**config.mk**
```make
export PLATFORM = sky130hd
export DESIGN_NAME = integer_to_ascii_formatter_flat
export DESIGN_NICKNAME = d
export VERILOG_FILES = /design/src/hdl/itaf_pkg.sv /design/src/hdl/itaf_in_if.sv /design/src/hdl/itaf_out_if.sv /design/src/hdl/integer_to_ascii_formatter.sv /design/src/hdl/itaf_front.sv /design/src/hdl/itaf_queue.sv /design/src/hdl/itaf_back.sv /design/src/flat_wrapper.sv
export VERILOG_INCLUDE_DIRS = /design/src /design/src/hdl
export SDC_FILE = /design/constraint.sdc
export NUM_CORES = 1
export LEC_CHECK = 0
export ABC_AREA = 1
export BUFFER_PORTS_ARGS = -buffer_cell sky130_fd_sc_hd__buf_2
export CAP_MARGIN = 10
export CORE_MARGIN = 2
export CORE_UTILIZATION = 25
export CTS_BUF_LIST = sky130_fd_sc_hd__clkbuf_8
export DETAILED_ROUTE_END_ITERATION = 8
export GPL_ROUTABILITY_DRIVEN = 0
export PLACE_DENSITY = 0.5
export SKIP_CTS_REPAIR_TIMING = 1
export SLEW_MARGIN = 20
export SYNTH_ARGS = -nofsm -noshare
export SYNTH_HDL_FRONTEND = slang
export SYNTH_SLANG_ARGS = --single-unit
```
**constraint.sdc**
```tcl
create_clock -name clk -period 20.3 [get_ports clk]
set_clock_uncertainty 0.15 [all_clocks]
set_input_delay 1.015 -clock clk [delete_from_list [all_inputs] [get_ports clk]]
set_output_delay 1.015 -clock clk [all_outputs]
set_load 0.02 [all_outputs]
```
**src/hdl/integer_to_ascii_formatter_assert.svh**
```systemverilog
// assertion macros of the formatter, used by itaf_back
// expects clk and rst in the scope where a macro is used
`ifndef INTEGER_TO_ASCII_FORMATTER_ASSERT_SVH
`define INTEGER_TO_ASCII_FORMATTER_ASSERT_SVH

// plain invariant
`define ITAF_ASSERT(lbl, expr, msg) \
  lbl: assert property (@(posedge clk) disable iff (rst) (expr)) else $error(msg);

// same-cycle implication
`define ITAF_IMPLY(lbl, ante, cons, msg) \
  lbl: assert property (@(posedge clk) disable iff (rst) (ante) |-> (cons)) else $error(msg);

// next-cycle implication
`define ITAF_NEXT(lbl, ante, cons, msg) \
  lbl: assert property (@(posedge clk) disable iff (rst) (ante) |=> (cons)) else $error(msg);

`endif

```
**src/hdl/itaf_pkg.sv**
```systemverilog
// types, character codes and helpers of the integer-to-ascii formatter
// no dependencies
`default_nettype none

package itaf_pkg;

  localparam int QUEUE_DEPTH = 2;
  localparam int CHUNK_BITS  = 8;
  localparam int TEXT_LIMIT  = 63;

  localparam logic [7:0] CH_NUL     = 8'h00;
  localparam logic [7:0] CH_ZERO    = 8'h30;
  localparam logic [7:0] CH_SPACE   = 8'h20;
  localparam logic [7:0] CH_MINUS   = 8'h2d;
  localparam logic [7:0] CH_PLUS    = 8'h2b;
  localparam logic [7:0] CH_X       = 8'h58;
  localparam logic [7:0] CH_A       = 8'h41;
  localparam logic [7:0] LOCASE_BIT = 8'h20;

  localparam logic [4:0] BASE_MIN = 5'd2;
  localparam logic [4:0] BASE_MAX = 5'd16;
  localparam logic [4:0] BASE_OCT = 5'd8;
  localparam logic [4:0] BASE_HEX = 5'd16;

  typedef enum logic [2:0] {
    ST_IDLE,
    ST_ERR,
    ST_DIV,
    ST_SETUP,
    ST_EMIT
  } state_t;

  typedef enum logic [2:0] {
    SEG_LEAD,
    SEG_SIGN,
    SEG_PFX,
    SEG_ZFILL,
    SEG_PREC,
    SEG_DIG,
    SEG_TRAIL
  } seg_t;

  // classified item as passed from front to back
  typedef struct packed {
    logic              err;
    logic [4:0]        base;
    logic [7:0]        sign_ch;
    logic [1:0]        pfx_len;
    logic [7:0]        x_ch;
    logic signed [7:0] size;
    logic [5:0]        prec;
    logic              left;
    logic              zpad;
    logic              locase;
    logic [5:0]        room;
  } desc_t;

  function automatic logic [7:0] digit_char(input logic [3:0] d, input logic lc);
    logic [7:0] ch;
    if (d < 4'd10) begin
      ch = CH_ZERO + {4'b0, d};
    end else begin
      ch = (CH_A + {4'b0, d} - 8'd10) | (lc ? LOCASE_BIT : CH_NUL);
    end
    return ch;
  endfunction

endpackage

`default_nettype wire

```
**src/hdl/itaf_in_if.sv**
```systemverilog
// input channel of the formatter: one number with its format controls
// no dependencies
`default_nettype none

interface itaf_in_if;
  logic       valid;
  logic       ready;
  logic [31:0] value;
  logic [4:0] base;
  logic [5:0] field_width;
  logic [5:0] min_digits;
  logic       left_justify;
  logic       zero_pad;
  logic       signed_mode;
  logic       force_plus;
  logic       space_sign;
  logic       alt_prefix;
  logic       lower_case;
  logic [5:0] room;

  modport source (
    output valid, value, base, field_width, min_digits, left_justify, zero_pad,
           signed_mode, force_plus, space_sign, alt_prefix, lower_case, room,
    input  ready
  );
  modport sink (
    input  valid, value, base, field_width, min_digits, left_justify, zero_pad,
           signed_mode, force_plus, space_sign, alt_prefix, lower_case, room,
    output ready
  );
endinterface

`default_nettype wire

```
**src/hdl/itaf_out_if.sv**
```systemverilog
// output channel of the formatter: one character word
// no dependencies
`default_nettype none

interface itaf_out_if;
  logic       valid;
  logic       ready;
  logic [7:0] character;
  logic       stored;
  logic       error;
  logic       last;

  modport source (output valid, character, stored, error, last, input ready);
  modport sink (input valid, character, stored, error, last, output ready);
endinterface

`default_nettype wire

```
**src/hdl/integer_to_ascii_formatter.sv**
```systemverilog
// top level of the integer-to-ascii formatter: front, queue and back
// depends on itaf_pkg, itaf_in_if, itaf_out_if, itaf_front, itaf_queue, itaf_back
`default_nettype none

// Formats one integer per input word into printf-style text, one character per
// output word, with last on the final one and error alone for a bad base. The
// front classifies a number in the cycle it is taken and parks it in a two-entry
// queue, so up to two numbers are taken while the back is busy. The back picks
// an item, works out its digits with one divider (8 quotient bits a cycle) plus
// a closing step, goes through a setup step and then emits one character at a
// time through the seven text segments; an invalid base gives the error word.

module integer_to_ascii_formatter #(
  parameter int VALUE_BITS = 32,
  parameter int MAX_DIGITS = 32
) (
  input  logic       clk,
  input  logic       rst,
  itaf_in_if.sink    number,
  itaf_out_if.source text
);

  logic                  q_push;
  logic                  q_full;
  itaf_pkg::desc_t       push_desc;
  logic [VALUE_BITS-1:0] push_mag;
  logic                  q_pop;
  logic                  q_valid;
  itaf_pkg::desc_t       q_desc;
  logic [VALUE_BITS-1:0] q_mag;

  itaf_front #(.VALUE_BITS(VALUE_BITS)) u_front (
    .number (number),
    .q_full (q_full),
    .q_push (q_push),
    .q_desc (push_desc),
    .q_mag  (push_mag)
  );

  itaf_queue #(.VALUE_BITS(VALUE_BITS)) u_queue (
    .clk       (clk),
    .rst       (rst),
    .push      (q_push),
    .push_desc (push_desc),
    .push_mag  (push_mag),
    .full      (q_full),
    .pop       (q_pop),
    .valid     (q_valid),
    .desc      (q_desc),
    .mag       (q_mag)
  );

  itaf_back #(.VALUE_BITS(VALUE_BITS), .MAX_DIGITS(MAX_DIGITS)) u_back (
    .clk     (clk),
    .rst     (rst),
    .q_valid (q_valid),
    .q_desc  (q_desc),
    .q_mag   (q_mag),
    .q_pop   (q_pop),
    .text    (text)
  );

endmodule

`default_nettype wire

```
**src/hdl/itaf_front.sv**
```systemverilog
// front part: takes a number, checks the base, works out sign, prefix and magnitude
// depends on itaf_pkg and itaf_in_if
`default_nettype none

module itaf_front #(
  parameter int VALUE_BITS = 32
) (
  itaf_in_if.sink                 number,
  input  logic                    q_full,
  output logic                    q_push,
  output itaf_pkg::desc_t         q_desc,
  output logic [VALUE_BITS-1:0]   q_mag
);

  logic [VALUE_BITS-1:0] raw;
  logic                  neg;
  logic                  base_ok;
  logic [1:0]            sign_len;
  logic [1:0]            pfx_len;

  assign number.ready = !q_full;
  assign q_push       = number.valid && !q_full;

  always_comb begin
    raw     = VALUE_BITS'(number.value);
    neg     = number.signed_mode && raw[VALUE_BITS-1];
    q_mag   = neg ? (~raw + 1'b1) : raw;
    base_ok = (number.base >= itaf_pkg::BASE_MIN) && (number.base <= itaf_pkg::BASE_MAX);

    if (neg) begin
      q_desc.sign_ch = itaf_pkg::CH_MINUS;
    end else if (number.signed_mode && number.force_plus) begin
      q_desc.sign_ch = itaf_pkg::CH_PLUS;
    end else if (number.signed_mode && number.space_sign) begin
      q_desc.sign_ch = itaf_pkg::CH_SPACE;
    end else begin
      q_desc.sign_ch = itaf_pkg::CH_NUL;
    end
    sign_len = (q_desc.sign_ch != itaf_pkg::CH_NUL) ? 2'd1 : 2'd0;

    if (number.alt_prefix && number.base == itaf_pkg::BASE_HEX) begin
      pfx_len = 2'd2;
    end else if (number.alt_prefix && number.base == itaf_pkg::BASE_OCT) begin
      pfx_len = 2'd1;
    end else begin
      pfx_len = 2'd0;
    end

    q_desc.err     = !base_ok;
    q_desc.base    = number.base;
    q_desc.pfx_len = pfx_len;
    q_desc.x_ch    = itaf_pkg::CH_X | (number.lower_case ? itaf_pkg::LOCASE_BIT
                                                          : itaf_pkg::CH_NUL);
    q_desc.size    = $signed({2'b0, number.field_width}) - $signed({6'b0, sign_len})
                     - $signed({6'b0, pfx_len});
    q_desc.prec    = number.min_digits;
    q_desc.left    = number.left_justify;
    q_desc.zpad    = number.zero_pad && !number.left_justify;
    q_desc.locase  = number.lower_case;
    q_desc.room    = number.room;
  end

endmodule

`default_nettype wire

```
**src/hdl/itaf_queue.sv**
```systemverilog
// short queue of classified items between front and back
// depends on itaf_pkg
`default_nettype none

module itaf_queue #(
  parameter int VALUE_BITS = 32
) (
  input  logic                  clk,
  input  logic                  rst,
  input  logic                  push,
  input  itaf_pkg::desc_t       push_desc,
  input  logic [VALUE_BITS-1:0] push_mag,
  output logic                  full,
  input  logic                  pop,
  output logic                  valid,
  output itaf_pkg::desc_t       desc,
  output logic [VALUE_BITS-1:0] mag
);

  localparam int PW = (itaf_pkg::QUEUE_DEPTH > 1) ? $clog2(itaf_pkg::QUEUE_DEPTH) : 1;
  localparam int NW = $clog2(itaf_pkg::QUEUE_DEPTH + 1);

  itaf_pkg::desc_t       desc_q [itaf_pkg::QUEUE_DEPTH];
  logic [VALUE_BITS-1:0] mag_q  [itaf_pkg::QUEUE_DEPTH];
  logic [PW-1:0]         wptr;
  logic [PW-1:0]         rptr;
  logic [NW-1:0]         count;
  logic                  do_push;
  logic                  do_pop;

  assign full    = count == NW'(itaf_pkg::QUEUE_DEPTH);
  assign valid   = count != '0;
  assign do_push = push && !full;
  assign do_pop  = pop && valid;
  assign desc    = desc_q[rptr];
  assign mag     = mag_q[rptr];

  always_ff @(posedge clk) begin
    if (rst) begin
      wptr  <= '0;
      rptr  <= '0;
      count <= '0;
    end else begin
      if (do_push) begin
        wptr <= (wptr == PW'(itaf_pkg::QUEUE_DEPTH - 1)) ? '0 : wptr + 1'b1;
      end
      if (do_pop) begin
        rptr <= (rptr == PW'(itaf_pkg::QUEUE_DEPTH - 1)) ? '0 : rptr + 1'b1;
      end
      count <= count + NW'(do_push) - NW'(do_pop);
    end
  end

  always_ff @(posedge clk) begin
    if (do_push) begin
      desc_q[wptr] <= push_desc;
      mag_q[wptr]  <= push_mag;
    end
  end

endmodule

`default_nettype wire

```
**src/hdl/itaf_back.sv**
```systemverilog
// back part: digit divider, digit memory, character sequencer and output register
// depends on itaf_pkg, itaf_out_if and integer_to_ascii_formatter_assert.svh
`default_nettype none
`include "integer_to_ascii_formatter_assert.svh"

module itaf_back #(
  parameter int VALUE_BITS = 32,
  parameter int MAX_DIGITS = 32
) (
  input  logic                  clk,
  input  logic                  rst,
  input  logic                  q_valid,
  input  itaf_pkg::desc_t       q_desc,
  input  logic [VALUE_BITS-1:0] q_mag,
  output logic                  q_pop,
  itaf_out_if.source            text
);

  localparam int CHUNKS = (VALUE_BITS + itaf_pkg::CHUNK_BITS - 1) / itaf_pkg::CHUNK_BITS;
  localparam int DW     = CHUNKS * itaf_pkg::CHUNK_BITS;
  localparam int CCW    = (CHUNKS > 1) ? $clog2(CHUNKS) : 1;
  localparam int AW     = $clog2(MAX_DIGITS);
  localparam int CW     = $clog2(MAX_DIGITS + 1);

  itaf_pkg::state_t state;
  itaf_pkg::state_t state_next;
  itaf_pkg::seg_t   seg;
  itaf_pkg::desc_t  d;

  logic [DW-1:0]   work;
  logic [DW-1:0]   work_next;
  logic [3:0]      rem;
  logic [4:0]      r;
  logic [4:0]      r_sh;
  logic [itaf_pkg::CHUNK_BITS-1:0] q_bits;
  logic [CCW-1:0]  cc;
  logic [CW-1:0]   dcnt;
  logic            div_done;
  logic            chunk_last;

  logic [7:0]      mem [MAX_DIGITS];
  logic            wen;
  logic [AW-1:0]   waddr;
  logic [7:0]      wdata;
  logic [7:0]      rdata;
  logic [AW-1:0]   dptr;
  logic [AW-1:0]   dptr_next;

  logic [6:0]        precp;
  logic signed [9:0] sz;
  logic [5:0]        pad;
  logic [7:0]        total;
  logic [5:0]        lead;
  logic [5:0]        zfill;
  logic [6:0]        precz;
  logic [5:0]        trail;
  logic              sign_len;
  logic [1:0]        pfx_len;
  logic [6:0]        seg_left;
  logic [6:0]        next_len;
  logic [7:0]        total_left;
  logic [5:0]        n;
  logic              out_free;
  logic              emit_go;
  logic              emit_last;
  logic [7:0]        emit_ch;

  logic       oval;
  logic [7:0] ochar;
  logic       ostored;
  logic       oerr;
  logic       olast;

  assign text.valid     = oval;
  assign text.character = ochar;
  assign text.stored    = ostored;
  assign text.error     = oerr;
  assign text.last      = olast;

  assign out_free  = !oval || text.ready;
  assign emit_go   = (state == itaf_pkg::ST_EMIT) && (seg_left != '0) && out_free;
  assign emit_last = (total_left == 8'd1) || (n == 6'(itaf_pkg::TEXT_LIMIT - 1));

  // one chunk of restoring division by the base, msb first
  always_comb begin
    r = (cc == '0) ? 5'd0 : {1'b0, rem};
    r_sh = '0;
    q_bits = '0;
    for (int b = 0; b < itaf_pkg::CHUNK_BITS; b++) begin
      r_sh = {r[3:0], work[DW-1-b]};
      if (r_sh >= d.base) begin
        q_bits[itaf_pkg::CHUNK_BITS-1-b] = 1'b1;
        r = r_sh - d.base;
      end else begin
        r = r_sh;
      end
    end
    work_next  = (work << itaf_pkg::CHUNK_BITS) | DW'(q_bits);
    div_done   = (cc == '0) && ((work == '0) || (dcnt == CW'(MAX_DIGITS)));
    chunk_last = cc == CCW'(CHUNKS - 1);
  end

  // segment lengths of the text
  always_comb begin
    precp = (7'(dcnt) > {1'b0, d.prec}) ? 7'(dcnt) : {1'b0, d.prec};
    sz    = {{2{d.size[7]}}, d.size} - $signed({3'b0, precp});
    pad   = (sz > 10'sd0) ? sz[5:0] : 6'd0;
    lead  = (!d.zpad && !d.left) ? pad : 6'd0;
    zfill = d.zpad ? pad : 6'd0;
    trail = d.left ? pad : 6'd0;
    precz = precp - 7'(dcnt);
    total = {2'b0, pad} + {7'b0, (d.sign_ch != itaf_pkg::CH_NUL)} + {6'b0, d.pfx_len}
            + {1'b0, precp};
  end

  always_comb begin
    case (seg)
      itaf_pkg::SEG_LEAD:  next_len = {6'b0, sign_len};
      itaf_pkg::SEG_SIGN:  next_len = {5'b0, pfx_len};
      itaf_pkg::SEG_PFX:   next_len = {1'b0, zfill};
      itaf_pkg::SEG_ZFILL: next_len = precz;
      itaf_pkg::SEG_PREC:  next_len = 7'(dcnt);
      itaf_pkg::SEG_DIG:   next_len = {1'b0, trail};
      default:             next_len = 7'd0;
    endcase
  end

  always_comb begin
    case (seg)
      itaf_pkg::SEG_SIGN: emit_ch = d.sign_ch;
      itaf_pkg::SEG_PFX:  emit_ch = (seg_left == 7'd1 && pfx_len == 2'd2) ? d.x_ch
                                                                           : itaf_pkg::CH_ZERO;
      itaf_pkg::SEG_ZFILL,
      itaf_pkg::SEG_PREC: emit_ch = itaf_pkg::CH_ZERO;
      itaf_pkg::SEG_DIG:  emit_ch = rdata;
      default:            emit_ch = itaf_pkg::CH_SPACE;
    endcase
  end

  // next state
  always_comb begin
    state_next = state;
    unique case (state)
      itaf_pkg::ST_IDLE: begin
        if (q_valid) begin
          state_next = q_desc.err ? itaf_pkg::ST_ERR : itaf_pkg::ST_DIV;
        end
      end
      itaf_pkg::ST_ERR: begin
        if (out_free) state_next = itaf_pkg::ST_IDLE;
      end
      itaf_pkg::ST_DIV: begin
        if (div_done) state_next = itaf_pkg::ST_SETUP;
      end
      itaf_pkg::ST_SETUP: state_next = itaf_pkg::ST_EMIT;
      itaf_pkg::ST_EMIT: begin
        if ((emit_go && emit_last) ||
            (seg_left == '0 && seg == itaf_pkg::SEG_TRAIL)) begin
          state_next = itaf_pkg::ST_IDLE;
        end
      end
      default: state_next = itaf_pkg::ST_IDLE;
    endcase
  end

  // state outputs
  always_comb begin
    q_pop     = 1'b0;
    wen       = 1'b0;
    waddr     = dcnt[AW-1:0];
    wdata     = itaf_pkg::digit_char(r[3:0], d.locase);
    dptr_next = dptr;
    unique case (state)
      itaf_pkg::ST_IDLE: q_pop = q_valid;
      itaf_pkg::ST_DIV: begin
        if (div_done) begin
          wen   = dcnt == '0;
          waddr = '0;
          wdata = itaf_pkg::CH_ZERO;
        end else begin
          wen = chunk_last;
        end
      end
      itaf_pkg::ST_SETUP: dptr_next = AW'(dcnt - 1'b1);
      itaf_pkg::ST_EMIT: begin
        if (emit_go && seg == itaf_pkg::SEG_DIG) dptr_next = dptr - 1'b1;
      end
      default: ;
    endcase
  end

  always_ff @(posedge clk) begin
    if (rst) begin
      state <= itaf_pkg::ST_IDLE;
      oval  <= 1'b0;
    end else begin
      state <= state_next;
      if ((state == itaf_pkg::ST_ERR && out_free) || emit_go) begin
        oval <= 1'b1;
      end else if (text.ready) begin
        oval <= 1'b0;
      end
    end
  end

  always_ff @(posedge clk) begin
    if (wen) mem[waddr] <= wdata;
    rdata <= mem[dptr_next];
    dptr  <= dptr_next;
  end

  always_ff @(posedge clk) begin
    case (state)
      itaf_pkg::ST_IDLE: begin
        d    <= q_desc;
        work <= DW'(q_mag);
        cc   <= '0;
        dcnt <= '0;
      end
      itaf_pkg::ST_ERR: begin
        if (out_free) begin
          ochar   <= itaf_pkg::CH_NUL;
          ostored <= 1'b0;
          oerr    <= 1'b1;
          olast   <= 1'b1;
        end
      end
      itaf_pkg::ST_DIV: begin
        if (div_done) begin
          if (dcnt == '0) dcnt <= CW'(1);
        end else begin
          work <= work_next;
          rem  <= r[3:0];
          cc   <= chunk_last ? '0 : cc + 1'b1;
          if (chunk_last) dcnt <= dcnt + 1'b1;
        end
      end
      itaf_pkg::ST_SETUP: begin
        sign_len   <= d.sign_ch != itaf_pkg::CH_NUL;
        pfx_len    <= d.pfx_len;
        seg        <= itaf_pkg::SEG_LEAD;
        seg_left   <= {1'b0, lead};
        total_left <= total;
        n          <= '0;
      end
      itaf_pkg::ST_EMIT: begin
        if (seg_left == '0) begin
          if (seg != itaf_pkg::SEG_TRAIL) begin
            seg      <= itaf_pkg::seg_t'(seg + 1'b1);
            seg_left <= next_len;
          end
        end else if (emit_go) begin
          seg_left   <= seg_left - 1'b1;
          total_left <= total_left - 1'b1;
          n          <= n + 1'b1;
          ochar      <= emit_ch;
          ostored    <= n < d.room;
          oerr       <= 1'b0;
          olast      <= emit_last;
        end
      end
      default: ;
    endcase
  end

  `ITAF_ASSERT(a_dcnt_range, dcnt <= CW'(MAX_DIGITS), "digit count beyond memory depth")
  `ITAF_IMPLY(a_err_alone, oval && oerr, olast && !ostored, "error word must be sole and last")
  `ITAF_IMPLY(a_digits_present, state == itaf_pkg::ST_EMIT && seg == itaf_pkg::SEG_DIG && seg_left != '0, dcnt != '0 && 7'(dcnt) >= seg_left, "digit read past converted digits")
  `ITAF_NEXT(a_idle_after_last, emit_go && emit_last, state == itaf_pkg::ST_IDLE, "sequencer kept running after last word")

endmodule

`default_nettype wire

```
**src/flat_wrapper.sv**
```systemverilog
// flat-port wrapper written by rule: the top's interface ports become plain ports
module integer_to_ascii_formatter_flat 
#(
  parameter int VALUE_BITS = 32,
  parameter int MAX_DIGITS = 32
)
  (clk, rst, number_valid, number_value, number_base, number_field_width, number_min_digits, number_left_justify, number_zero_pad, number_signed_mode, number_force_plus, number_space_sign, number_alt_prefix, number_lower_case, number_room, number_ready, text_valid, text_character, text_stored, text_error, text_last, text_ready);
  itaf_in_if number_i ();
  itaf_out_if text_i ();
  input  logic clk;
  input  logic rst;
  input wire logic [$bits(number_i.valid)-1:0] number_valid;
  input wire logic [$bits(number_i.value)-1:0] number_value;
  input wire logic [$bits(number_i.base)-1:0] number_base;
  input wire logic [$bits(number_i.field_width)-1:0] number_field_width;
  input wire logic [$bits(number_i.min_digits)-1:0] number_min_digits;
  input wire logic [$bits(number_i.left_justify)-1:0] number_left_justify;
  input wire logic [$bits(number_i.zero_pad)-1:0] number_zero_pad;
  input wire logic [$bits(number_i.signed_mode)-1:0] number_signed_mode;
  input wire logic [$bits(number_i.force_plus)-1:0] number_force_plus;
  input wire logic [$bits(number_i.space_sign)-1:0] number_space_sign;
  input wire logic [$bits(number_i.alt_prefix)-1:0] number_alt_prefix;
  input wire logic [$bits(number_i.lower_case)-1:0] number_lower_case;
  input wire logic [$bits(number_i.room)-1:0] number_room;
  output wire logic [$bits(number_i.ready)-1:0] number_ready;
  output wire logic [$bits(text_i.valid)-1:0] text_valid;
  output wire logic [$bits(text_i.character)-1:0] text_character;
  output wire logic [$bits(text_i.stored)-1:0] text_stored;
  output wire logic [$bits(text_i.error)-1:0] text_error;
  output wire logic [$bits(text_i.last)-1:0] text_last;
  input wire logic [$bits(text_i.ready)-1:0] text_ready;
  assign number_i.valid = number_valid;
  assign number_i.value = number_value;
  assign number_i.base = number_base;
  assign number_i.field_width = number_field_width;
  assign number_i.min_digits = number_min_digits;
  assign number_i.left_justify = number_left_justify;
  assign number_i.zero_pad = number_zero_pad;
  assign number_i.signed_mode = number_signed_mode;
  assign number_i.force_plus = number_force_plus;
  assign number_i.space_sign = number_space_sign;
  assign number_i.alt_prefix = number_alt_prefix;
  assign number_i.lower_case = number_lower_case;
  assign number_i.room = number_room;
  assign number_ready = number_i.ready;
  assign text_valid = text_i.valid;
  assign text_character = text_i.character;
  assign text_stored = text_i.stored;
  assign text_error = text_i.error;
  assign text_last = text_i.last;
  assign text_i.ready = text_ready;
  integer_to_ascii_formatter #(.VALUE_BITS(VALUE_BITS), .MAX_DIGITS(MAX_DIGITS)) u_core (.clk(clk), .rst(rst), .number(number_i), .text(text_i));
endmodule
```
# --- After elaboration in Yosys (flattened, before gate mapping) ---
# Memories as Yosys holds them, arrays and structs flattened. A register that Yosys moved wholly into a read port is not among the register bits.
# Cells that the tools add are included.
totals:
  regBits: 141
  ram_bits: 406
  out_inout_bits: 13
  elab_cells: 267
  memories: 3
mem_list:
  columns: ["memory", "depth", "width", "read_ports", "rd_ports_with_merged_regs", "wr", "line", "text"]
  rows:
  - ["u_core.u_back.mem", 32, 8, 1, 1, 1, "itaf_back.sv:41", "logic [7:0] mem [MAX_DIGITS];"]
  - ["u_core.u_queue.desc_q", 2, 43, 1, 1, 1, "itaf_queue.sv:23", "itaf_pkg::desc_t desc_q [itaf_pkg::QUEUE_DEPTH];"]
  - ["u_core.u_queue.mag_q", 2, 32, 1, 1, 1, "itaf_queue.sv:24", "logic [VALUE_BITS-1:0] mag_q [itaf_pkg::QUEUE_DEPTH];"]
op_classes:
  n_addsub: 31
  n_lt_le_gt_ge: 14
  n_eq_ne: 33
  mux: 99
  n_bitwise: 4
  n_reduce_logical: 53
ops:
  columns: ["op", "count"]
  rows:
  - ["6-bit two-way mux", 14]
  - ["8-bit two-way mux", 10]
  - ["32-bit two-way mux", 2]
  - ["32-bit one-hot mux with 2 select lines", 1]
  - ["7-bit one-hot mux with 6 select lines", 1]
  - ["5-bit greater-or-equal comparator", 8]
  - ["4-bit two-way mux", 9]
  - ["1-bit two-way mux", 33]
  - ["32-bit by 1-bit adder with 32-bit output, second input constant", 1]
  - ["32-bit zero test", 1]
  - ["32-bit inverter", 1]
  - ["32-bit by 8-bit bitwise OR with 32-bit output", 1]
  - ["8-bit one-hot mux with 2 select lines", 2]
  - ["8-bit one-hot mux with 4 select lines", 1]
  - ["4-bit subtractor", 8]
  - ["6-bit one-hot mux with 2 select lines", 2]
  - ["7-bit two-way mux", 3]
  - ["1-bit logical AND", 19]
  - ["3-bit two-way mux", 6]
  - ["8-bit nonzero test", 2]
  - ["5-bit two-way mux", 3]
  - ["3-bit one-hot mux with 5 select lines", 1]
  - ["7-bit one-hot mux with 2 select lines", 1]
  - ["6-bit by 1-bit adder with 6-bit output, second input constant", 2]
  - ["other kinds (56)", 102]

# --- Longest topological paths before layout ---
# Gate-level depths: netlist (run 1).
depth:
  ltp_word: 24
  mapped_depth: 82

# --- Cells and area by module ---
# From an unflattened synthesis (run 1), not the netlist that was laid out.
unflattened:
  cells_unflattened: 2592
  area_unflattened_um2: 27079.7
modules_own_cells:
  columns: ["module", "n_inst", "cells_each", "area_each_um2", "seq_area_each_um2"]
  rows:
  - ["itaf_back", 1, 1998, 19376.1, 10890.4]
  - ["itaf_queue", 1, 285, 5987.0, 4844.6]
  - ["itaf_front", 1, 309, 1716.6, 0.0]

# --- Worst setup path before layout (run 1) ---
# OpenSTA, ideal clock, no wires.
synth_path:
  path_type: "register to register"
  start: "reg u_core.u_back.cc[0]"
  end: "mem u_core.u_back.mem[0][1], data pin"
  setup_ns: 0.377
  arrival_time_ns: 11.406
  slack_ns: 8.367
  path_stages_with_launch: 76
  n_path_buf: 0
  synth_period_minus_slack_ns: 11.933
  cell_sequence: "edfxtp_1 -> inv_1 -> ha_1 -> nor2_1 -> ha_1 -> nand2_1 -> inv_1 -> a221oi_1 -> nand3_1 -> nand2_1 -> o21ai_0 -> ha_1 -> nand2_1 -> nor2_1 -> nor2_1 -> nor2_1 -> o31ai_1 -> nand2_1 -> [... 40 more ...] -> nand2_1 -> nand3b_1 -> nand2_1 -> nand2_1 -> inv_1 -> or2_2 -> and2_1 -> ha_1 -> nand4_1 -> nand3b_1 -> a21oi_1 -> inv_1 -> o21ai_1 -> inv_1 -> nand2_1 -> nand2_1 -> nand3b_1 -> a21oi_1"
synth_between:
  elab_chain_cells: 24
synth_lines:
  columns: ["item", "line", "text"]
  rows:
  - ["from (decl)", "itaf_back.sv:36", "logic [CCW-1:0] cc;"]
  - ["from (signal assigned)", "itaf_back.sv:234", "cc <= chunk_last ? '0 : cc + 1'b1;"]
  - ["2-bit zero test (*)", "itaf_back.sv:86", "r = (cc == '0) ? 5'd0 : {1'b0, rem};"]
  - ["4-bit two-way mux (*)", "itaf_back.sv:86", null]
  - ["4-bit subtractor / 5-bit greater-or-equal comparator (equally long branches)", "itaf_back.sv:93, itaf_back.sv:91", null]
  - ["4-bit two-way mux (*)", "itaf_back.sv:91", "if (r_sh >= d.base) begin"]
  - ["4-bit subtractor / 5-bit greater-or-equal comparator (equally long branches)", "itaf_back.sv:93, itaf_back.sv:91", null]
  - ["4-bit two-way mux (*)", "itaf_back.sv:91", null]
  - ["4-bit subtractor / 5-bit greater-or-equal comparator (equally long branches)", "itaf_back.sv:93, itaf_back.sv:91", null]
  - ["4-bit two-way mux (*)", "itaf_back.sv:91", null]
  - ["[... 10 more ...]", null, null]
  - ["named net u_core.u_back.r[0]", "itaf_back.sv:33", "logic [4:0] r;"]
  - ["7-bit by 4-bit adder with 8-bit output", "itaf_pkg.sv:63", "ch = (CH_A + {4'b0, d} - 8'd10) | (lc ? LOCASE_BIT : CH_NUL);"]
  - ["8-bit by 4-bit subtractor with 8-bit output", "itaf_pkg.sv:63", null]
  - ["8-bit by 6-bit bitwise OR with 8-bit output", "itaf_pkg.sv:63", null]
  - ["8-bit two-way mux (*)", "itaf_pkg.sv:60", "if (d < 4'd10) begin"]
  - ["8-bit two-way mux", "itaf_back.sv:176", "if (div_done) begin"]
  - ["8-bit two-way mux (*)", "itaf_back.sv:173", "unique case (state)"]
  - ["named net u_core.u_back.wdata[1]", "itaf_back.sv:44", "logic [7:0] wdata;"]
  - ["to (decl)", "itaf_back.sv:41", null]
# Mark *: on every way through the listed nets, which the timed path passes. The rest lies on a longest branch.

# --- Final worst setup path (run 1) ---
layout_path:
  start: "reg u_core.u_back.d[42] (netlist bit)"
  end: "mem u_core.u_back.mem[8][6], data pin"
layout_between:
  elab_chain_cells: 22
layout_lines:
  columns: ["item", "line", "text"]
  rows:
  - ["from (decl)", "itaf_back.sv:28", "itaf_pkg::desc_t d;"]
  - ["from (signal assigned)", "itaf_back.sv:215", "d <= q_desc;"]
  - ["4-bit subtractor / 5-bit greater-or-equal comparator (equally long branches)", "itaf_back.sv:93, itaf_back.sv:91", null]
  - ["4-bit two-way mux", "itaf_back.sv:91", null]
  - ["4-bit subtractor / 5-bit greater-or-equal comparator (equally long branches)", "itaf_back.sv:93, itaf_back.sv:91", null]
  - ["4-bit two-way mux", "itaf_back.sv:91", null]
  - ["4-bit subtractor / 5-bit greater-or-equal comparator (equally long branches)", "itaf_back.sv:93, itaf_back.sv:91", null]
  - ["4-bit two-way mux", "itaf_back.sv:91", null]
  - ["5-bit greater-or-equal comparator / 4-bit subtractor (equally long branches)", "itaf_back.sv:91, itaf_back.sv:93", null]
  - ["4-bit two-way mux", "itaf_back.sv:91", null]
  - ["[... 7 more ...]", null, null]
  - ["4-bit two-way mux (*)", "itaf_back.sv:91", null]
  - ["7-bit by 4-bit adder with 8-bit output", "itaf_pkg.sv:63", null]
  - ["8-bit by 4-bit subtractor with 8-bit output", "itaf_pkg.sv:63", null]
  - ["8-bit by 6-bit bitwise OR with 8-bit output", "itaf_pkg.sv:63", null]
  - ["8-bit two-way mux (*)", "itaf_pkg.sv:60", null]
  - ["8-bit two-way mux", "itaf_back.sv:176", null]
  - ["8-bit two-way mux (*)", "itaf_back.sv:173", null]
  - ["named net u_core.u_back.wdata[6]", "itaf_back.sv:44", null]
# Marks and branches as above.

==> flow_summary.toml, run 1 <==
[yosys]
synth_flop_cell = "edfxtp_1"
synth_top_area_cell = "edfxtp_1"
ys_ff_latch = 494
synth_compound_area_share_pct = 5.35
yosysUniqueCellTypes = 61
synth_xor_area_share_pct = 2.28
synthMostInstantiatedCell = "edfxtp_1"
synth-adder-area-share_pct = 5.81
synth_edf_count = 473
synthSimpleGateAreaFrac_pct = 18.8
synthTopCellsByArea = "edfxtp_1 (57%), nand2_1 (6.0%), nand3_1 (6.0%)"
synth_area_per_cell_sq_um = 10.3
yosysWarnings = 0
yosysSeqAreaShare_pct = 58.6
synth_top_family_by_area = "simple AND/OR/NAND/NOR gates"
syn-num-nets = 2588
async_reset_ff_share_pct = 0
syn_area_sq_um = 24900
synth_cells = 2414
yosys-mux-area-fraction_pct = 1.74
synth_common_cells = "edfxtp_1 (473), nand2_1 (399), inv_1 (371)"
yosysTopAreaCellShare_pct = 56.9

[cts]
clk_latency_ns = 0.69
cts-root-buf = "clkbuf_8"
cts-buffers-inserted = 85
cts_tree = "built"
clk_transition_reported_paths_ns = 0.06
cts.sinks = 494
h-tree-depth = 3
clk_path_buf_depth = 3

[routing]
num_vias = 17000
drc = 0
wl_per_cell_microns = 15.9
wirelength_mm = 61.3
vias_per_cell = 4.39
final_antenna_net_count = 0
drt-initial-drc-count = 1203
drt-pass1-iter-count = 5

[setup_path]
worstPathArrival_ns = 14.02
crit_path_max_incr_delay_ns = 0.79
worst-path-max-fanout = 34
required_ns = 20.49
start_kind = "register"
crit_type = "reg2reg"
path_common_cell = "nand2_1"
cp_slowest_cell = "inv_1"
cp_num_buf_inv = 10
worstSetupEndpointType = "register"
crit_family = "compound AO/OA/AOI/OAI gates"

[layout]
final_area_sq_um = 28400
area_delta_synth_final_pct = 14.0
num-nets-final = 2689
drive_gt1_share_pct = 11.5

[floorplan]
initial_core_util_pct = 25.3
die-height_microns = 320
fp.dieW_microns = 320
io_pins = 79
core_area_sq_um = 98700
core.rowCount = 115
dieArea_sq_um = 102000

[grt]
use_met3_pct = 2.17
grt_max_degree = 73
grt_pass1_wl_mm = 97.1
grt_most_used_layer = "met2"
grtUsageMet2_pct = 20.4
antenna_found_initial = 2
grt_pass1_vias = 17000
grt.overflow.total = 0
grt.total_usage_pct = 12.1
met1_usage_pct = 15.7

[sta]
tightest_slew_ns = 1.03
min_period_ns = 13.84
final.setup.tns_ns = 0
finalHoldViolations = 0
slew_violations = 0
fmax_mhz = 72.3
period_share_pct = 68.2
slew_headroom_pct = 31.4
rsz0062_at_grt = "false"
setup_viol = 0

[placement]
io_buffers = 77
post_dp_cell_area_sq_um = 26800
dpl.hpwl_mm = 39.6

[run]
cap_violations = 0

[hold_path]
hp-class = "reg2reg"

[run_status]
status = "complete, no violations"
## logic make-up (layout without fill, tap and decap cells)
| family | count (synthesis) | count (layout) |
|---|---|---|
| AO/OA/AOI/OAI | 233 | 233 |
| other | 1 | 2 |
| multiplexers | 39 | 39 |
| adder cells (fa/ha/maj) | 108 | 108 |
| buffers and inverters | 469 | 633 |
| XOR/XNOR | 65 | 65 |
| AND/OR/NAND/NOR | 1005 | 1005 |
| flip-flops | 494 | 494 |
## per-layer routing
layer | vias up | share of wire (%) | wire length [microns]
li1 | 8445 | - | -
met1 | 8109 | 46 | 28200
met2 | 315 | 48 | 29300
met3 | 99 | 4.1 | 2540
met4 | 2 | 2.0 | 1230
met5 | - | 0.021 | 13
## area by class of cell
| type | instances | area (sq um) |
|---|---|---|
| inverters | 385 | 1450 |
| fillers | 10300 | 70300 |
| clock inverters | 56 | 362 |
| multi-input cells | 1451 | 8550 |
| well taps | 1287 | 1610 |
| clock buffers | 94 | 1290 |
| flip-flops and latches | 494 | 14600 |
| diodes | 1 | 2.50 |
| repair buffers | 98 | 543 |
## worst paths after layout
check,slack (ns),end,startpoint,cells past startpoint
worst max-delay path,6.46,u_core.u_back.mem[8][6]$_DFFE_PP_,u_core.u_back.d[42]$_DFFE_PP_,72
worst min-delay path,0.29,register,u_core.u_queue.rptr$_SDFFE_PP0P_,1
worst max register to register,6.46,u_core.u_back.mem[8][6]$_DFFE_PP_,u_core.u_back.d[42]$_DFFE_PP_,72
worst min register to register,0.29,register,u_core.u_queue.rptr$_SDFFE_PP0P_,1
## through the flow
| step | util [%] | cells | hold WS [ns] | setup slack, ns |
|---|---|---|---|---|
| 2_1_floorplan | - | 2414 | 0.280 | 8.37 |
| 3_3_place_gp | 27.1 | 3715 | 0.279 | 6.88 |
| 3_5_place_dp | 27.1 | 3715 | 0.284 | 6.41 |
| 4_1_cts | 28.8 | 3865 | 0.290 | 6.35 |
| 5_1_grt | 28.8 | 3866 | 0.307 | 4.93 |
| 6_report | 28.8 | 3866 | 0.293 | 6.46 |
## worst register-to-register path, delay by kind of cell (launching register included)
kind / cells / cell delay, ns
flops: 1 / 0.74
fa+ha+maj: 7 / 2.25
compound gates: 22 / 4.41
simple gates: 33 / 3.55
buf+inv: 10 / 2.32
## cells in the final DEF, fill, tap and decap left out, types with 35 or more instances in the layout
master	Yosys	routed
edfxtp_1	473	473
a21oi_1	48	46
nand3b_1	78	78
nor2_1	136	131
xor2_1	39	39
nand3_1	299	298
mux2_2	35	35
buf_2	30	77
ha_1	95	95
inv_1	371	401
nand2_1	399	397
o21ai_0	112	111
clkbuf_8	0	94
## registers in the layout, indices dropped and copies added, names as in the netlist, 3 cells and up, named ones only
register / flops
u_core.u_back.d: 34
u_core.u_back.seg: 3
u_core.u_queue.desc_q: 70
u_core.u_back.rem: 4
u_core.u_back.n: 6
u_core.u_back.mem: 224
u_core.u_back.state: 3
u_core.u_back.rdata: 7
u_core.u_back.dptr: 5
u_core.u_back.text.character: 7
u_core.u_back.seg_left: 7
u_core.u_back.work: 32
u_core.u_queue.mag_q: 64
u_core.u_back.total_left: 8
u_core.u_back.dcnt: 6
Power of run 1 is not shown: default switching activity piles up to over one toggle a cycle in this logic, so the estimate is an artifact.
==> run 2, diff against run 1 <==
Settings changed: PLACE_DENSITY 0.5 to 0.51.
Clock period 20.3 ns to 11.14 ns, I/O delays scaled along.
==> flow_summary.toml, run 2 (synthesized netlist as in run 1, its figures left out) <==
[run_status]
status = "complete, no violations"

[cts]
clk_latency_ns = 0.68
cts_tree = "built"
cts-buffers-inserted = 85
cts-root-buf = "clkbuf_8"
clk_transition_reported_paths_ns = 0.06
h-tree-depth = 3
clk_path_buf_depth = 3
cts.sinks = 494

[grt]
grt_pass1_vias = 17100
grt.overflow.total = 0
grt.total_usage_pct = 12.1
antenna_found_initial = 2
grt_max_degree = 70
grt_pass1_wl_mm = 97.5

[layout]
fin_cells = 4010
final_area_sq_um = 30200
largestRegisters = "u_core.u_back.mem x224, u_core.u_queue.desc_q x70, u_core.u_queue.mag_q x64"
largest_reg_flops = 224
drive_gt1_share_pct = 19.0
num-nets-final = 2832
final_common_cell = "edfxtp_1"
regMostFlops = "u_core.u_back.mem"
area_delta_synth_final_pct = 21.1
final_cell_mix = "edfxtp_1 (473), inv_1 (384), nand2_1 (368)"

[sta]
tightest_slew_ns = 1.00
fin_hold_ws_ns = 0.0385
finalHoldViolations = 0
period_share_pct = 98.9
setup_viol = 0
fmax_mhz = 90.8
slew_violations = 0
slew_headroom_pct = 33.2
setup_ws_ns = 0.125
min_period_ns = 11.02
rsz0062_at_grt = "true"

[setup_path]
worstPathArrival_ns = 11.26
start_kind = "register"
worstSetupEndpointType = "register"
r2r_start = "u_core.u_back.cc[1]$_SDFFCE_PP0P_"
r2r_end = "u_core.u_back.mem[2][6]$_DFFE_PP_"
crit_path_max_incr_delay_ns = 0.41
reg2reg_depth = 75
path_common_cell = "nand2_2"
required_ns = 11.38
crit_type = "reg2reg"
cp-startpoint = "u_core.u_back.cc[1]$_SDFFCE_PP0P_"
worst-path-max-fanout = 16
crit_path_end = "u_core.u_back.mem[2][6]$_DFFE_PP_"
rrSetupSlack_ns = 0.12
cp_slowest_cell = "edfxtp_1"

[placement]
dpl.hpwl_mm = 40.7
io_buffers = 77
dp_slack_ns = -0.860
post_dp_cell_area_sq_um = 27600
dp.cells = 3807

[routing]
wl_per_cell_microns = 16.0
num_vias = 17600
drt-pass1-iter-count = 5
drt-initial-drc-count = 1131
vias_per_cell = 4.39
wirelength_mm = 64.3
final_antenna_net_count = 0
drc = 0

[floorplan]
die-height_microns = 320
core_area_sq_um = 98700
io_pins = 79
core.rowCount = 115
fp.dieW_microns = 320
dieArea_sq_um = 102000
initial_core_util_pct = 25.3

[hold_path]
hp-class = "in2reg"

[run]
cap_violations = 0
==> run 2: cell count changes in the layout (fill, tap and decap cells not counted), sizes merged <==
cell         previous run  this run
dlygate4sd3             0        19
bufinv                  4         3
clkinvlp                3         4
diode                   1         2
clkinv                 19        25
buf                    98       217
or2                    15        17
inv                   415       412
a21oi                  49        50
clkbuf                 94        93
==> run 2: final cells by class <==
cell class | count | area [sq um]
antenna | 2 | 5.00
clock buffer | 91 | 1250
clock inverter | 59 | 374
fill | 10300 | 68500
inverter | 385 | 1450
multi-input combinational | 1454 | 9100
sequential | 494 | 14600
tap | 1287 | 1610
timing repair buffer | 238 | 1790
==> run 2: critical path: cells and delay by family, from the launching register on <==
family          cells  cell delay [ns]
simple gates       32             3.22
compound gates     21             3.17
fa+ha+maj           9             2.33
buf+inv            13             1.45
flops               1             0.41
==> run 2: per-stage QoR <==
| step | TNS [ns] | utilization (%) |
|---|---|---|
| after floorplan | 0 | - |
| after global placement | -33.40 | 27.9 |
| after detailed placement | -117.28 | 27.9 |
| after CTS | -125.11 | 29.6 |
| after global routing | -127.52 | 30.6 |
| final | 0 | 30.6 |
==> run 2: how the worst min path moves through the flow <==
stage,from,endpoint,cells past startpoint
4_1_cts,number_room[3],u_core.u_queue.desc_q[0][3]$_DFFE_PP_,1
3_5_place_dp,u_core.u_queue.rptr$_SDFFE_PP0P_,register,1
5_1_grt,rst,u_core.u_back.state[0]$_SDFFE_PP0P_,2
2_1_floorplan,u_core.u_queue.rptr$_SDFFE_PP0P_,register,1
3_3_place_gp,u_core.u_queue.rptr$_SDFFE_PP0P_,register,1
6_report,rst,u_core.u_back.state[0]$_SDFFE_PP0P_,2
==> run 2: layer usage <==
metal	vias to the layer above	track usage, %	part of all wire (%)
li1	8761	-	-
met1	8334	15.7	45
met2	388	20.5	48
met3	109	2.10	5.2
met4	2	4.00	2.4
met5	-	0	0.017
Power of run 2 is left out for the same reason.
